===== src/rtl/rse_pkg.sv =====
// Shared types and constants for the RPN stack evaluator.
`default_nettype none

package rse_pkg;

  localparam int DATA_W  = 32;
  localparam int DEPTH_W = 7;

  typedef enum logic [2:0] {
    ACT_PUSH  = 3'd0,
    ACT_ADD   = 3'd1,
    ACT_SUB   = 3'd2,
    ACT_MUL   = 3'd3,
    ACT_DIV   = 3'd4,
    ACT_MOD   = 3'd5,
    ACT_PRINT = 3'd6,
    ACT_STOP  = 3'd7
  } action_t;

  typedef enum logic [2:0] {
    ST_PRINTED   = 3'd0,
    ST_STOPPED   = 3'd1,
    ST_UNDERFLOW = 3'd2,
    ST_OVERFLOW  = 3'd3,
    ST_DIVZERO   = 3'd4
  } status_t;

  typedef struct packed {
    action_t                    action;
    logic signed [DATA_W-1:0]   operand_value;
  } req_t;

  typedef struct packed {
    logic signed [DATA_W-1:0]   result_value;
    logic [DEPTH_W-1:0]         final_depth;
    status_t                    status;
  } rsp_t;

  typedef struct packed {
    logic    latch;
    logic    push;
    logic    exec;
    logic    write;
    logic    emit;
    logic    pop;
    logic    clear;
    logic    refill;
    status_t code;
  } ctrl_cmd_t;

  typedef struct packed {
    action_t action;
    logic    empty;
    logic    lt2;
    logic    full;
    logic    b_zero;
    logic    div_done;
    logic    out_free;
  } ctrl_stat_t;

endpackage

`default_nettype wire


===== src/rtl/rse_div.sv =====
// Iterative signed 32-bit divider, one quotient bit per cycle, truncating toward zero.
`default_nettype none

module rse_div
  import rse_pkg::*;
(
  input  wire logic              clk,
  input  wire logic              rst,
  input  wire logic              start,
  input  wire logic [DATA_W-1:0] dividend,
  input  wire logic [DATA_W-1:0] divisor,
  output logic                   done,
  output logic [DATA_W-1:0]      quotient,
  output logic [DATA_W-1:0]      remainder
);

  localparam int CNT_W = $clog2(DATA_W);

  logic              busy;
  logic [CNT_W-1:0]  cnt;
  logic [DATA_W-1:0] rem;
  logic [DATA_W-1:0] dvd;
  logic [DATA_W-1:0] dvs;
  logic              neg_q;
  logic              neg_r;
  logic [DATA_W:0]   trial;

  assign trial = {rem, dvd[DATA_W-1]} - {1'b0, dvs};

  always_ff @(posedge clk) begin
    if (rst) begin
      busy <= 1'b0;
      done <= 1'b0;
      cnt  <= '0;
    end else begin
      done <= 1'b0;
      if (start) begin
        busy <= 1'b1;
        cnt  <= '0;
      end else if (busy) begin
        cnt <= cnt + 1'b1;
        if (cnt == CNT_W'(DATA_W - 1)) begin
          busy <= 1'b0;
          done <= 1'b1;
        end
      end
    end
  end

  always_ff @(posedge clk) begin
    if (start) begin
      rem   <= '0;
      dvd   <= dividend[DATA_W-1] ? (~dividend + 1'b1) : dividend;
      dvs   <= divisor[DATA_W-1] ? (~divisor + 1'b1) : divisor;
      neg_q <= dividend[DATA_W-1] ^ divisor[DATA_W-1];
      neg_r <= dividend[DATA_W-1];
    end else if (busy) begin
      if (!trial[DATA_W]) begin
        rem <= trial[DATA_W-1:0];
        dvd <= {dvd[DATA_W-2:0], 1'b1};
      end else begin
        rem <= {rem[DATA_W-2:0], dvd[DATA_W-1]};
        dvd <= {dvd[DATA_W-2:0], 1'b0};
      end
    end
  end

  assign quotient  = neg_q ? (~dvd + 1'b1) : dvd;
  assign remainder = neg_r ? (~rem + 1'b1) : rem;

endmodule

`default_nettype wire


===== src/rtl/rse_datapath.sv =====
// Stack memory, top-of-stack register, ALU, divider and response register.
`default_nettype none

module rse_datapath
  import rse_pkg::*;
#(
  parameter int STACK_DEPTH = 64
) (
  input  wire logic       clk,
  input  wire logic       rst,
  input  wire req_t       cmd,
  input  wire ctrl_cmd_t  ctl,
  output ctrl_stat_t      stat,
  output logic            rsp_valid,
  input  wire logic       rsp_ready,
  output rsp_t            rsp
);

  localparam int AW = (STACK_DEPTH > 1) ? $clog2(STACK_DEPTH) : 1;
  localparam int DW = $clog2(STACK_DEPTH + 1);

  logic [DATA_W-1:0] mem [STACK_DEPTH];
  logic [DATA_W-1:0] rd_data;
  logic [DATA_W-1:0] tos;
  logic [DATA_W-1:0] alu_res;
  logic [DATA_W-1:0] opnd;
  action_t           act;
  logic [DW-1:0]     depth;
  logic [DW-1:0]     depth_dec;
  logic [DW-1:0]     depth_m2;
  logic [AW-1:0]     rd_addr;
  logic [AW-1:0]     wr_addr;
  logic [DATA_W-1:0] wr_data;
  logic              we;
  logic              div_start;
  logic              div_done;
  logic [DATA_W-1:0] quot;
  logic [DATA_W-1:0] remd;

  assign depth_dec = depth - DW'(1);
  assign depth_m2  = depth - DW'(2);
  assign rd_addr   = depth_m2[AW-1:0];
  assign we        = ctl.push | ctl.write;
  assign wr_addr   = ctl.push ? depth[AW-1:0] : rd_addr;
  assign wr_data   = ctl.push ? opnd : alu_res;
  assign div_start = ctl.exec & ((act == ACT_DIV) | (act == ACT_MOD));

  always_ff @(posedge clk) begin
    if (we) begin
      mem[wr_addr] <= wr_data;
    end
    rd_data <= mem[rd_addr];
  end

  always_ff @(posedge clk) begin
    if (ctl.latch) begin
      act  <= cmd.action;
      opnd <= cmd.operand_value;
    end
    if (ctl.exec) begin
      case (act)
        ACT_ADD: alu_res <= rd_data + tos;
        ACT_SUB: alu_res <= rd_data - tos;
        ACT_MUL: alu_res <= rd_data * tos;
        default: alu_res <= alu_res;
      endcase
    end else if (div_done) begin
      alu_res <= (act == ACT_MOD) ? remd : quot;
    end
    if (ctl.push) begin
      tos <= opnd;
    end else if (ctl.write) begin
      tos <= alu_res;
    end else if (ctl.refill) begin
      tos <= rd_data;
    end
  end

  always_ff @(posedge clk) begin
    if (rst) begin
      depth <= '0;
    end else if (ctl.push) begin
      depth <= depth + DW'(1);
    end else if (ctl.write || (ctl.emit && ctl.pop)) begin
      depth <= depth_dec;
    end else if (ctl.emit && ctl.clear) begin
      depth <= '0;
    end
  end

  always_ff @(posedge clk) begin
    if (rst) begin
      rsp_valid <= 1'b0;
    end else if (ctl.emit) begin
      rsp_valid <= 1'b1;
    end else if (rsp_ready) begin
      rsp_valid <= 1'b0;
    end
  end

  always_ff @(posedge clk) begin
    if (ctl.emit) begin
      rsp.status       <= ctl.code;
      rsp.result_value <= (ctl.code == ST_PRINTED) ? tos : '0;
      rsp.final_depth  <= (ctl.code == ST_PRINTED) ? DEPTH_W'(depth_dec) : DEPTH_W'(depth);
    end
  end

  rse_div u_div (
    .clk       (clk),
    .rst       (rst),
    .start     (div_start),
    .dividend  (rd_data),
    .divisor   (tos),
    .done      (div_done),
    .quotient  (quot),
    .remainder (remd)
  );

  assign stat.action   = act;
  assign stat.empty    = (depth == '0);
  assign stat.lt2      = (depth < DW'(2));
  assign stat.full     = (depth == DW'(STACK_DEPTH));
  assign stat.b_zero   = (tos == '0);
  assign stat.div_done = div_done;
  assign stat.out_free = !rsp_valid || rsp_ready;

  a_depth_bound: assert property (@(posedge clk) disable iff (rst)
    depth <= DW'(STACK_DEPTH))
    else $error("stack depth above capacity");

  a_emit_free: assert property (@(posedge clk) disable iff (rst)
    ctl.emit |-> (!rsp_valid || rsp_ready))
    else $error("response overwritten while pending");

  a_push_room: assert property (@(posedge clk) disable iff (rst)
    ctl.push |-> depth != DW'(STACK_DEPTH))
    else $error("push into full stack");

  a_pop_nonempty: assert property (@(posedge clk) disable iff (rst)
    (ctl.write || (ctl.emit && ctl.pop)) |-> depth != '0)
    else $error("pop from empty stack");

endmodule

`default_nettype wire


===== src/rtl/rse_ctrl.sv =====
// Sequencing state machine for the RPN stack evaluator.
`default_nettype none

module rse_ctrl
  import rse_pkg::*;
(
  input  wire logic       clk,
  input  wire logic       rst,
  input  wire logic       cmd_valid,
  output logic            cmd_ready,
  input  wire ctrl_stat_t stat,
  output ctrl_cmd_t       ctl
);

  typedef enum logic [2:0] {
    S_IDLE,
    S_DECODE,
    S_PUSH,
    S_EXEC,
    S_DIVWAIT,
    S_WRITE,
    S_EMIT,
    S_REFILL
  } state_t;

  state_t  state;
  state_t  state_next;
  status_t code;
  status_t code_next;

  always_comb begin
    state_next = state;
    code_next  = code;
    case (state)
      S_IDLE: begin
        if (cmd_valid) state_next = S_DECODE;
      end
      S_DECODE: begin
        state_next = S_EMIT;
        case (stat.action)
          ACT_PUSH: begin
            if (stat.full) code_next = ST_OVERFLOW;
            else state_next = S_PUSH;
          end
          ACT_PRINT: begin
            code_next = stat.empty ? ST_UNDERFLOW : ST_PRINTED;
          end
          ACT_STOP: begin
            code_next = ST_STOPPED;
          end
          default: begin
            if (stat.lt2) begin
              code_next = ST_UNDERFLOW;
            end else if ((stat.action inside {ACT_DIV, ACT_MOD}) && stat.b_zero) begin
              code_next = ST_DIVZERO;
            end else begin
              state_next = S_EXEC;
            end
          end
        endcase
      end
      S_PUSH:    state_next = S_IDLE;
      S_EXEC: begin
        state_next = (stat.action inside {ACT_DIV, ACT_MOD}) ? S_DIVWAIT : S_WRITE;
      end
      S_DIVWAIT: begin
        if (stat.div_done) state_next = S_WRITE;
      end
      S_WRITE:   state_next = S_IDLE;
      S_EMIT: begin
        if (stat.out_free) state_next = (code == ST_PRINTED) ? S_REFILL : S_IDLE;
      end
      S_REFILL:  state_next = S_IDLE;
      default:   state_next = S_IDLE;
    endcase
  end

  always_ff @(posedge clk) begin
    if (rst) begin
      state <= S_IDLE;
      code  <= ST_PRINTED;
    end else begin
      state <= state_next;
      code  <= code_next;
    end
  end

  assign cmd_ready = (state == S_IDLE);

  always_comb begin
    ctl        = '0;
    ctl.code   = code;
    ctl.latch  = (state == S_IDLE) && cmd_valid;
    ctl.push   = (state == S_PUSH);
    ctl.exec   = (state == S_EXEC);
    ctl.write  = (state == S_WRITE);
    ctl.emit   = (state == S_EMIT) && stat.out_free;
    ctl.pop    = (code == ST_PRINTED);
    ctl.clear  = (code == ST_STOPPED);
    ctl.refill = (state == S_REFILL);
  end

endmodule

`default_nettype wire


===== src/rtl/rpn_stack_evaluator.sv =====
// Top level of the RPN stack evaluator: controller plus datapath.
`default_nettype none

// Reverse-Polish evaluator with a STACK_DEPTH-entry stack of 32-bit words. One
// request is processed at a time; a response waits for the response slot, and
// div and mod wait for the divider, which retires one quotient bit per cycle.
// The top of stack sits in a register and the rest in a one-write, one-read
// memory whose read data is registered. A response waits in an output
// register, so new requests are taken while it is still pending. Stack
// entries need no clearing after reset.
module rpn_stack_evaluator
  import rse_pkg::*;
#(
  parameter int STACK_DEPTH = 64
) (
  input  wire logic clk,
  input  wire logic rst,
  input  wire logic cmd_valid,
  output logic      cmd_ready,
  input  wire req_t cmd,
  output logic      rsp_valid,
  input  wire logic rsp_ready,
  output rsp_t      rsp
);

  ctrl_cmd_t  ctl;
  ctrl_stat_t stat;

  rse_ctrl u_ctrl (
    .clk       (clk),
    .rst       (rst),
    .cmd_valid (cmd_valid),
    .cmd_ready (cmd_ready),
    .stat      (stat),
    .ctl       (ctl)
  );

  rse_datapath #(
    .STACK_DEPTH (STACK_DEPTH)
  ) u_datapath (
    .clk       (clk),
    .rst       (rst),
    .cmd       (cmd),
    .ctl       (ctl),
    .stat      (stat),
    .rsp_valid (rsp_valid),
    .rsp_ready (rsp_ready),
    .rsp       (rsp)
  );

endmodule

`default_nettype wire


===== config.mk =====
export PLATFORM = sky130hd
export DESIGN_NAME = rpn_stack_evaluator
export DESIGN_NICKNAME = d
export VERILOG_FILES = /design/src/rtl/rse_pkg.sv /design/src/rtl/rse_div.sv /design/src/rtl/rse_datapath.sv /design/src/rtl/rse_ctrl.sv /design/src/rtl/rpn_stack_evaluator.sv
export SDC_FILE = /design/constraint.sdc
export NUM_CORES = 2
export LEC_CHECK = 0
export ABC_AREA = 0
export ABC_CLOCK_PERIOD_IN_PS = 8400
export BUFFER_PORTS_ARGS = -buffer_cell sky130_fd_sc_hd__buf_2
export CAP_MARGIN = 25
export CELL_PAD_IN_SITES_DETAIL_PLACEMENT = 1
export CELL_PAD_IN_SITES_GLOBAL_PLACEMENT = 1
export CORE_ASPECT_RATIO = 0.75
export CORE_MARGIN = 2
export CORE_UTILIZATION = 29
export CTS_CLUSTER_DIAMETER = 30
export CTS_CLUSTER_SIZE = 28
export DETAILED_ROUTE_END_ITERATION = 16
export PLACE_DENSITY_LB_ADDON = 0.3
export SLEW_MARGIN = 20
export SYNTH_ARGS = -nofsm -noshare
export SYNTH_HDL_FRONTEND = slang
export SYNTH_SLANG_ARGS = --single-unit

===== constraint.sdc =====
create_clock -name clk -period 8.4 [get_ports clk]
set_input_delay 0 -clock clk [delete_from_list [all_inputs] [get_ports clk]]
set_output_delay 0 -clock clk [all_outputs]
set_load 0.01 [all_outputs]

### Yosys cells after proc, flatten, opt, wreduce, memory -nomap -nowiden

Memory sizes are Yosys's and may differ from the RTL's. A register that Yosys moved wholly into a read port is not among the register bits.
Cells that the tools add are included.

* $add $sub $neg: 11
* multiply operators: 1
* magnitude comparators: 1
* equality and inequality tests: 22
* mux-type cells: 44
* bitwise operators: 9
* reductions and logical operators: 27

Operators with widths (count)
* $mux 32: 13
* $add 32x1->32 const B: 4
* $not 32->32: 4
* $pmux 32 s3: 1
* $sub 33x32->33: 1
* $add 32x32->32: 1
* $logic_not 32->1: 1
* $mul 32x32->32: 1
* $sub 32x32->32: 1
* $mux 31: 1
* $mux 3: 10
* $mux 7: 4
* $eq 3x3->1 const B: 8
* $pmux 3 s6: 1
* $eq 3x2->1 const B: 4
* $mux 1: 10
* $eq 3x1->1 const B: 3
* $logic_not 3->1: 3
* $pmux 3 s3: 1
* $reduce_bool 2->1: 4
* $add 7x1->7 const B: 1
* $eq 7x7->1 const B: 1
* $logic_not 7->1: 1
* $lt 7x2->1 const B: 1
* 23 further kinds: 35

* register bits: 260
* RAM bits: 2048
* input port bits: 39
* output and inout port bits: 44
* word-level logic and storage cells: 136
* memories kept: 1

Memories
* u_datapath.mem: words 64, bits a word 32, rd ports 1, clocked after memory_dff 1, write ports 1, line rse_datapath.sv:22 `logic [DATA_W-1:0] mem [STACK_DEPTH];`

### Depth between registers and ports, before layout

* depth after elaboration: 7
* depth in mapped cells: 28
* mapped depth without buffers: 26

### Cells and area by module

A second synthesis with hierarchy kept.

* cells, all modules: 6780
* area, all modules: 112534.2 µm²

Modules (own cells, without submodules)
* rse_datapath: times used 1, cells each 5752, area each 103546.8 µm², seq. area each 66533.8 µm²
* rse_div: times used 1, cells each 968, area each 8483.1 µm², seq. area each 2762.6 µm²
* rse_ctrl: times used 1, cells each 60, area each 504.2 µm², seq. area each 120.1 µm²

### Worst setup path before layout

OpenSTA, ideal clock, no wires.

* kind: register -> register
* from: register u_datapath.tos[6]
* to: register u_datapath.alu_res[30], data pin
* library setup time: 265 ps
* arrival time: 7070 ps
* data required time: 8135 ps
* setup slack: 1066 ps
* stages on the path, launching flop included: 27
* buffers on the path: 2
* period minus slack after synthesis: 7334 ps
* cell sequence: edfxtp_1 > clkbuf_1 > clkbuf_1 > and2_1 > fa_1 > fa_1 > fa_1 > inv_1 > fa_1 > inv_1 > fa_1 > inv_1 > fa_1 > inv_1 > fa_1 > fa_1 > ha_1 > a21o_1 > a21oi_1 > o221ai_1 > a21oi_1 > o22ai_1 > or4_1 > a41o_1 > xor2_1 > nand2_1 > o211ai_1

* cells in the longest elaborated chain, start to end: 3
* elaborated cells on any way between the ends: 5
* those cells by class: add/sub: 2; mul: 1; mux: 2

Ends and longest elaborated chain
* start, declared: line rse_datapath.sv:24 `logic [DATA_W-1:0] tos;`
* start signal, assigned: line rse_datapath.sv:71 `tos <= opnd;`
* start signal, assigned: line rse_datapath.sv:73 `tos <= alu_res;`
* start signal, assigned: line rse_datapath.sv:75 `tos <= rd_data;`
* $mul 32x32->32, or another cell as far along: line rse_datapath.sv:64 `ACT_MUL: alu_res <= rd_data * tos;`
* $pmux 32 s3 (*): line rse_datapath.sv:61 `case (act)`
* $mux 32 (*): line rse_datapath.sv:60 `if (ctl.exec) begin`
* end signal, assigned: line rse_datapath.sv:62 `ACT_ADD: alu_res <= rd_data + tos;`
* end signal, assigned: line rse_datapath.sv:64
* end signal, assigned: line rse_datapath.sv:65 `default: alu_res <= alu_res;`
* end, declared: line rse_datapath.sv:25 `logic [DATA_W-1:0] alu_res;`

Mark *: on every way between the ends. The rest lies on a longest branch, timed or not.
A chain may end at the register's enable or synchronous reset.

### Final worst setup path

* from: register u_datapath.tos[2]
* to: register u_datapath.alu_res[25], data pin

The elaborated chain is that of the path after synthesis.

==> summary.md <==
| Metric | Value |
|---|---|
| Status | `finished, final reports clean` |
| CP startpoint kind | `register` |
| Max_cap viols | `0` |
| Achievable Freq | `0.1267 GHz` |
| Final Core Density | `34.99%` |
| Clock Pin Slew Worst Setup and Hold Paths | `0.05 ns` |
| Drt pass-1 iters | `5` |
| First-pass GRT wire length | `529,600 µm` |
| Antenna-violating nets left | `0` |
| Register area share after synthesis | `62.17%` |
| DRC Markers | `0` |
| DR iter-0 viols | `6,392` |
| Yosys cell types | `81` |
| Final wirelength | `374,100 µm` |
| Standard-cell rows | `197` |
| Vias after detailed routing | `64,295` |
| Detailed-route vias per instance | `5.110` |
| CTS Buf Count | `385` |
| R2r setup slk | `0.51 ns` |
| Area of the die | `390,000 µm²` |
| M1 wire length | `172,800 µm` |
| RD Place Congestion | `0.8853` |
| Fin crit share | `93.97%` |
| Worst Max-Slew Pin Slew | `1.201 ns` |
| Synth area leaders | `edfxtp_1, mux4_2, fa_1` |
| Critical Path Max Stage Delay | `0.55 ns` |
| WP data required | `9.18 ns` |
| Yosys top cell area share | `60.65%` |
| Post-Synthesis Cell Area | `111,600 µm²` |
| CTS tree | `yes` |
| Avg Inst Size Synth | `16.61 µm²` |
| Crit-path leading delay family | `adder cells` |
| Vias in the first global route | `67,521` |
| Number of flops mapped to enable cells by yosys | `2,255` |
| Slowest cell on the critical path | `fa_1` |
| Met3 wire length | `28,680 µm` |
| IO Count | `83` |
| DR top layer | `met5` |
| Top cell type by total area after synthesis | `edfxtp_1` |
| Skew final | `0.1204 ns` |
| Initial antenna violation count | `28` |
| RSZ-0062 raised after global routing | `false` |
| Final setup vio count | `0` |
| Top cells by count, synth | `edfxtp_1, mux4_2, nand2_1` |
| Bufs and invs on worst path | `6` |
| Port Buffers | `82` |
| Worst hold path type | `input pin to register` |
| Clock Latency Late Sink | `0.97 ns` |
| Share of cells above drive strength 1 | `24.10%` |
| Layout Cells excl Fill | `12,583` |
| Clock buffer depth | `4` |
| Total negative slack | `0 ns` |
| Tot GR Track Use | `18.97%` |
| Most frequent cell after synthesis | `edfxtp_1` |
| Syn nets | `7,369` |
| Final Hold Fails | `0` |
| Worst-path fanout max | `20` |
| CTS root buffer | `clkbuf_16` |
| Ys flop type | `edfxtp_1` |
| GRT overflow | `0` |
| Synth Instances | `6,722` |
| Slew Limit Fails | `0` |
| Slew headroom | `18.79%` |
| WP data arrival | `8.68 ns` |
| Die span in y | `541.4 µm` |
| Yosys reg bits | `2,340` |
| Crit end category | `register` |
| Area Growth Syn to Fin | `20.18%` |
| Critical path class | `register to register` |
| Initial Util | `29.11%` |
| Asr flop ratio synth | `0%` |
| H-tree levels | `5` |
| Total clock sinks | `2,340` |
| Final Net Count | `7,813` |
| Yosys warns | `0` |
| Die Wd | `720.5 µm` |
| Hpwl dp | `233,400 µm` |
| Routed WL per cell | `29.73 µm` |
| Largest net degree at the start of global routing | `129` |
| Crit-path cells | `buf_12, buf_4, and2_1, fa_1, inv_1, fa_1, fa_1, fa_1, inv_1, ha_1, ha_1, fa_1, fa_1, ha_1, a21o_1, a211oi_1, a211oi_1, buf_4, or2_2, a21boi_0, xnor2_1, a21oi_1, o21ai_0, buf_4` |
| Area of the core | `383,500 µm²` |
| Met2 WL post-DR | `164,400 µm` |
| Placed cell count | `11,774` |
| Period minus WS final | `7.893 ns` |
| Most used cell, CP | `fa_1` |
==> path summary, 6_finish.rpt <==
check,start,to,cells after the start
min,rst,u_datapath.depth[3]$_SDFFE_PP0P_,3
max,u_datapath.tos[2]$_DFFE_PP_,u_datapath.alu_res[25]$_DFFE_PP_,24
min reg2reg,u_ctrl.code[0]$_SDFFE_PP0P_,u_datapath.rsp[0]$_DFFE_PP_,0
max reg2reg,u_datapath.tos[2]$_DFFE_PP_,u_datapath.alu_res[25]$_DFFE_PP_,24
==> placed cells by master (no fill, tap or decap), types with 133 or more instances in the layout <==
| master | Yosys | layout |
|---|---|---|
| and2_1 | 349 | 348 |
| ha_1 | 198 | 197 |
| nand2_1 | 527 | 493 |
| buf_4 | 1 | 264 |
| a21oi_1 | 134 | 133 |
| xnor2_1 | 158 | 156 |
| fa_1 | 410 | 410 |
| clkbuf_16 | 0 | 388 |
| edfxtp_1 | 2255 | 2255 |
| inv_1 | 436 | 434 |
| mux4_2 | 661 | 661 |
| o21ai_0 | 212 | 209 |
==> flip-flops by register name, indices dropped and copies added (netlist names), 3 cells and up <==
| name | flops |
|---|---|
| u_datapath.alu_res | 32 |
| u_datapath.tos | 32 |
| u_datapath.rsp | 42 |
| u_datapath.rd_data | 32 |
| u_ctrl.state | 3 |
| u_datapath.u_div.dvs | 32 |
| u_datapath.act | 3 |
| u_datapath.u_div.rem | 32 |
| u_datapath.depth | 7 |
| u_datapath.u_div.cnt | 5 |
| u_datapath.opnd | 32 |
| u_datapath.u_div.dvd | 32 |
| u_ctrl.code | 3 |
| u_datapath.mem | 2048 |
==> layer usage <==
layer	vias to the layer above	GRT usage, %
met4	10	4.183
met5	-	0
met3	466	4.338
met1	35075	28.13
met2	2314	28.28
li1	26430	-
==> worst register-to-register path: cells and delay by family, from the launching register on <==
family | cells | cell delay, ns
adders and majority gates | 9 | 3.89
AOI/OAI and AO/OA | 6 | 1.75
buffers and inverters | 6 | 0.88
and+or+nand+nor | 2 | 0.56
DFF | 1 | 0.41
xor gates and xnor gates | 1 | 0.26
==> stage by stage <==
stage / worst slack [ns] / area [µm²] / hold WS, ns
after floorplan: 1.066 / 111700 / 0.09887
after global placement: 0.3495 / 120000 / 0.1778
after detailed placement: 0.3762 / 120000 / 0.1787
after CTS: 0.2972 / 134100 / 0.1453
after global routing: 0.02829 / 134100 / 0.2028
final: 0.5066 / 134200 / 0.1957
==> cells by family (layout without fill, tap and decap cells) <==
group           after synthesis  after routing  share of synthesized area [%]
flops                      2340           2340                          62.17
other cells                   0             20                              0
xor+xnor                    290            290                          2.287
simple gates               1298           1298                          5.688
mux                         729            729                          13.95
buf+inv                     820           1587                          2.772
compound gates              637            637                          3.563
fa+ha+maj                   608            608                          9.570
==> repair_timing <==
action | 4_1_cts | 5_1_grt
setup endpoints to repair | 0 | 4
hold buffers | 75 | 0
endpoints found under the hold margin | 83 | 0
gates resized for setup | 0 | 0
buffers inserted | 0 | 2
==> cell type report <==
| cell class | count | area (µm²) |
|---|---|---|
| Tap cell | 5074 | 6349 |
| Fill cell | 38872 | 249300 |
| Multi-Input combinational cell | 3562 | 39910 |
| Sequential cell | 2340 | 69430 |
| Clock buffer | 439 | 10000 |
| Antenna cell | 20 | 50.05 |
| Clock inverter | 271 | 3313 |
| Inverter | 437 | 1640 |
| Timing Repair Buffer | 440 | 3488 |
Power is not shown: default switching activity piles up to over one toggle a cycle in this logic, so the estimate is an artifact.
